$ cat src/hdl/assert_macros.svh
// Assertion shorthands used by the RTL.
`ifndef ASSERT_MACROS_SVH
`define ASSERT_MACROS_SVH

// same-cycle implication
`define CHK_IMPL(lbl, clk, rst, ante, cons) \
  lbl: assert property (@(posedge clk) disable iff (rst) (ante) |-> (cons)) \
    else $error("assertion failed");

// next-cycle implication
`define CHK_NEXT(lbl, clk, rst, ante, cons) \
  lbl: assert property (@(posedge clk) disable iff (rst) (ante) |=> (cons)) \
    else $error("assertion failed");

`endif

$ cat src/hdl/rhpm_pkg.sv
`timescale 1ns / 1ps

package rhpm_pkg;

  localparam int HISTORY_DEPTH = 40;
  // history entry 0 lives in the top level, the rest in the cell row
  localparam int CELLS = HISTORY_DEPTH - 1;
  localparam int DIV_STEPS = 32;
  localparam int DIV_CNT_W = $clog2(DIV_STEPS);
  localparam logic [DIV_CNT_W-1:0] DIV_LAST = DIV_CNT_W'(DIV_STEPS - 1);
  localparam int WAIT_W = $clog2(HISTORY_DEPTH);
  localparam logic [WAIT_W-1:0] WAIT_LAST = WAIT_W'(CELLS);

  typedef struct packed {
    logic [31:0] sample_time;
    logic [63:0] counter_value;
  } sample_t;

  typedef struct packed {
    logic signed [31:0] rate;
    logic signed [31:0] peak_rate;
    logic [5:0]         entry_count;
  } result_t;

  // history entry or partial maximum, with its valid flag
  typedef struct packed {
    logic               vld;
    logic signed [31:0] val;
  } entry_t;

  typedef enum logic [1:0] {
    ST_IDLE,
    ST_RUN,
    ST_PEAK
  } state_t;

endpackage

$ cat src/hdl/rhpm_cell.sv
`timescale 1ns / 1ps

module rhpm_cell (
  input  logic             clk,
  input  logic             rst,
  input  logic             shift,
  input  rhpm_pkg::entry_t entry_in,
  output rhpm_pkg::entry_t entry,
  input  rhpm_pkg::entry_t peak_in,
  output rhpm_pkg::entry_t peak
);

  logic               vld;
  logic signed [31:0] val;
  logic               pk_vld;
  logic signed [31:0] pk_val;
  logic               take_own;

  always_ff @(posedge clk) begin
    if (rst) begin
      vld <= 1'b0;
    end else if (shift) begin
      vld <= entry_in.vld;
    end
  end

  always_ff @(posedge clk) begin
    if (shift) begin
      val <= entry_in.val;
    end
  end

  // running maximum moves one cell toward the head each cycle
  assign take_own = vld && (!peak_in.vld || (val > peak_in.val));

  always_ff @(posedge clk) begin
    if (rst) begin
      pk_vld <= 1'b0;
    end else begin
      pk_vld <= vld | peak_in.vld;
    end
  end

  always_ff @(posedge clk) begin
    pk_val <= take_own ? val : peak_in.val;
  end

  assign entry = '{vld: vld, val: val};
  assign peak  = '{vld: pk_vld, val: pk_val};

endmodule

$ cat config.mk
export PLATFORM = sky130hd
export DESIGN_NAME = rhpm_cell
export DESIGN_NICKNAME = d
export VERILOG_FILES = /design/src/hdl/assert_macros.svh /design/src/hdl/rhpm_pkg.sv /design/src/hdl/rhpm_cell.sv
export SDC_FILE = /design/constraint.sdc
export NUM_CORES = 1
export LEC_CHECK = 0
export BUFFER_PORTS_ARGS = -buffer_cell sky130_fd_sc_hd__buf_2
export CORE_AREA = 2 2 124 66
export DETAILED_ROUTE_END_ITERATION = 8
export DIE_AREA = 0 0 126 68
export HOLD_SLACK_MARGIN = 0.06
export PLACE_DENSITY = 0.77
export SLEW_MARGIN = 20
export SYNTH_ARGS = -nofsm -noshare
export SYNTH_HDL_FRONTEND = slang
export SYNTH_SLANG_ARGS = --single-unit
$ cat constraint.sdc
create_clock -name clk -period 4.1 [get_ports clk]
set_input_delay 0.82 -clock clk [delete_from_list [all_inputs] [get_ports clk]]
set_output_delay 0.82 -clock clk [all_outputs]
set_load 0.03 [all_outputs]
; Word level (Yosys, flattened, before mapping)
; Index checks and enable logic that the tools add are counted.
; Widths: inputs -> output; s select.
[word_totals]
regBits = 66
inputBits = 69
output_inout_bits = 66
[op_classes]
magnitude_cmp = 1
muxes = 1
bitwise = 1
n_reduce_logical = 3
[op_table]
columns = operator, count
row1 = $gt 32x32->1, 1
row2 = $mux 32, 1
row3 = $logic_and 1x1->1, 1
row4 = $logic_not 1->1, 1
row5 = $logic_or 1x1->1, 1
row6 = $or 1x1->1, 1

; Depth between registers and ports, before layout
[depth]
depth_word = 4
ltp_mapped = 10

; Worst setup path after synthesis
; Ideal clock, no wire load.
[synth_path]
path_kind = input-to-reg
from = input port peak_in[31] (netlist bit)
to = register pk_val[10]
setup_time_ps = 121
arrival_ps = 2878
setup_slack_ps = 1102
path_stages = 10
path_buffers = 1
path_cell_list = inv_1 > ha_1 > nand4_2 > nor4_4 > nand2_1 > nand3_1 > a21oi_1 > o41ai_4 > buf_6 > mux2_2
[synth_via]
elab_chain_cells = 4
[synth_rtl]
columns = item, line
row1 = start: declaration, rhpm_cell.sv:9  ; input rhpm_pkg::entry_t peak_in,
row2 = $gt 32x32->1, rhpm_cell.sv:34  ; assign take_own = vld && (!peak_in.vld || (val > peak_in.val));
row3 = $logic_or 1x1->1, rhpm_cell.sv:34
row4 = $logic_and 1x1->1, rhpm_cell.sv:34
row5 = $mux 32, rhpm_cell.sv:45  ; pk_val <= take_own ? val : peak_in.val;
row6 = end signal: assignment, rhpm_cell.sv:45
row7 = end: declaration, rhpm_cell.sv:16  ; logic signed [31:0] pk_val;
; No other way between the ends.
; A chain may end at the register's enable or synchronous reset.

; Worst setup path after layout
[layout_path]
from = input port peak_in[31] (netlist bit)
to = register pk_val[19]
; The elaborated chain is that of the path after synthesis.

==> metrics <==
via/cell ratio=4.59; All-Layer GR Usage=0.163; TritonCTS Buffers=9; worst setup path category=input port to register; clock share of power=0.360; post-layout min period=slightly above 3 ns; Fin. Hold Viols=0; FF/Latch Area=1640 um^2; hold slack final=around 0.54 ns; # Post-CTS Setup Buffers=0; ant diodes=0; starting density of the core=0.385; Cell Area, Synth=2930 um^2; Design Power=1.82 mW; RSZ-0062 raised after global routing=false; port buffer count=approximately 130; fin area=3950 um^2; DIE AREA=~8600 um^2; Setup Total Neg Slack=0 ns; final slew viol count=0; Slowest-stage cell, CP=buf_4; cell row count=23; Worst Path Buf+Inv=3; Power Internal=between 1 and 1.5 mW; Mapped Avg Cell Area=~13 um^2; hold path cells=1; post-synthesis sequential area ratio=0.561; Worst Hold Class=register to register; Worst path depth=11; CTS tree=built; post-CTS sizing=0; Pleak=around 1.9 nW; Clock Latency Late Sink=between 0.3 and 0.4 ns; max frequency=between 0.3 and 0.4 GHz; largest net degree at the start of global routing=34; Synth Instances=~230; CTS root buf=clkbuf_16; fin nets=around 470; DR DRC count=0; Seq pwr share=0.432; post-placement cell count=457; drt first pass iters=4; outcome=complete, no violations; TritonCTS Sinks=66; cts hold-fix bufs=0; Clock transition at path regs=0.05 ns; DPL Wire Length=5450 um; Placed Area=roughly 3700 um^2; Vias=2173; Slew headroom=0.435; Distinct cells, synth=27; max-cap violations=0; Die X=126 um; DRT iter0 DRCs=74; io pins=between 100 and 150; arrival time worst endpoint=approximately 3.3 ns; #FFs+latches synth=66; Syn Nets=326; Crit. End Element=register; combinational fraction of design power=0.208; die height=around 70 um; Non-Filler Instances=between 400 and 500; grt ovf=0; final WL=6840 um; cell mode on critical path=a21oi_1; vias in the first global route=~2.1k; Post-Place Worst Slack=roughly 0.64 ns; switching share of power=0.286; startpoint types=input port; switching pwr=between 500 and 600 uW; Core ar.=7600 um^2; share of cells above drive strength 1=0.491; Core Util, Final=0.520; P&R area growth vs syn=35.0%; power density cells=461 nW/um^2; Worst Slack Setup Final=1.01 ns; clock buffer depth=2; R2R cell count=9; first-pass GRT wire length=around 11000 um; drt wl/cell=between 10 and 15 um; crit path cell chain=buf_2 > inv_1 > ha_1 > nand4_2 > o311ai_0 > a21oi_1 > nand3_1 > a21oi_1 > o41ai_4 > buf_4 > mux2_2; Detail Route Antenna Nets=0; initial antenna violation count=0; # setup viols final=0; Slowest Stage Delay on Critical Path=around 0.39 ns; # fillers=697; H-Tree Depth=3; fin crit share=0.754; cell family with the largest share of critical-path delay=compound AO/OA/AOI/OAI gates; worst vdd ir=0.312 mV; clock skew=between 0.004 and 0.005 ns; Final GP Congestion=0.729; WP data required=4.30 ns; Multi-input gate area=between 1000 and 1500 um^2; Max FO, Critical Path=24; Synth Warn #=0; Slew @ Worst Pin=roughly 0.85 ns
==> power groups by stage <==
| stage | registers [mW] | clock network [mW] | logic [mW] |
|---|---|---|---|
| after detailed placement | 0.801 | 0 | 0.381 |
| after global routing | 0.794 | 0.710 | 0.411 |
| after floorplan | 0.916 | 0 | 0.130 |
| after global placement | 0.799 | 0 | 0.372 |
| after CTS | 0.788 | 0.676 | 0.382 |
| final | 0.787 | 0.656 | 0.378 |
==> layout by cell type (no fill, tap or decap), types with 4 or more instances in the layout <==
cell       count
clkbuf_16      9
ha_1          32
a21oi_1       16
o21ai_0        4
nor2_1         6
mux2_2        31
nand2_1        8
nand4_1        5
inv_1         33
nand3_1        4
buf_2        134
edfxtp_1      32
dfxtp_1       34
==> state kept, by name, summed over array words and instances (netlist names) <==
signal,flops
pk_val,32
val,32
pk_vld,1
vld,1
==> kinds of logic after synthesis <==
family | after synthesis | share of synthesized area
buffers and inverters | 38 | 0.0590
and+or+nand+nor | 29 | 0.0556
AOI/OAI and AO/OA | 27 | 0.0611
DFF | 66 | 0.561
adders and majority gates | 32 | 0.137
muxes | 33 | 0.127
==> synth_stat cells, drive strengths merged <==
cell,count,area share
mux2i,1,0.0034
nand4,6,0.015
o311ai,1,0.0030
nor2,6,0.0077
nand2,8,0.010
a21o,1,0.0026
dfxtp,34,0.23
mux2,32,0.12
o21ai,4,0.0068
buf,5,0.017
a221o,1,0.0034
a21oi,16,0.027
ha,32,0.14
nor4,3,0.012
edfxtp,32,0.33
nand3,4,0.0068
nor2b,1,0.0021
a2111oi,1,0.0030
nand2b,1,0.0021
a41oi,1,0.0030
o41ai,1,0.0094
o211ai,1,0.0026
inv,33,0.042
==> layer usage <==
layer  GRT usage  share of wire  wire length (um)  vias to the layer above
met4      0.0453         0.0051                35                        0
met2       0.231           0.41              2820                       89
li1            -              -                 -                     1102
met5           0              0                 0                        -
met1       0.228           0.49              3360                      978
met3      0.0672          0.091               619                        4
==> layout make-up <==
class | instances | share of cell area
clock buffer | 12 | 0.0598
timing repair buffer | 137 | 0.175
sequential | 66 | 0.415
tap | 100 | 0.0317
clock inverter | 4 | 0.00475
inverter | 33 | 0.0313
multi-input combinational | 121 | 0.282
==> worst paths after layout <==
| check | start | endpoint | slack, ns |
|---|---|---|---|
| worst max-delay path | peak_in[31] | pk_val[19] | 1.01 |
| worst min register to register | val[25] | pk_val[25] | 0.54 |
| worst max register to register | val[31] | pk_val[19] | 1.19 |
| worst min-delay path | val[25] | pk_val[25] | 0.54 |
Power figures use the tool's default switching activity.
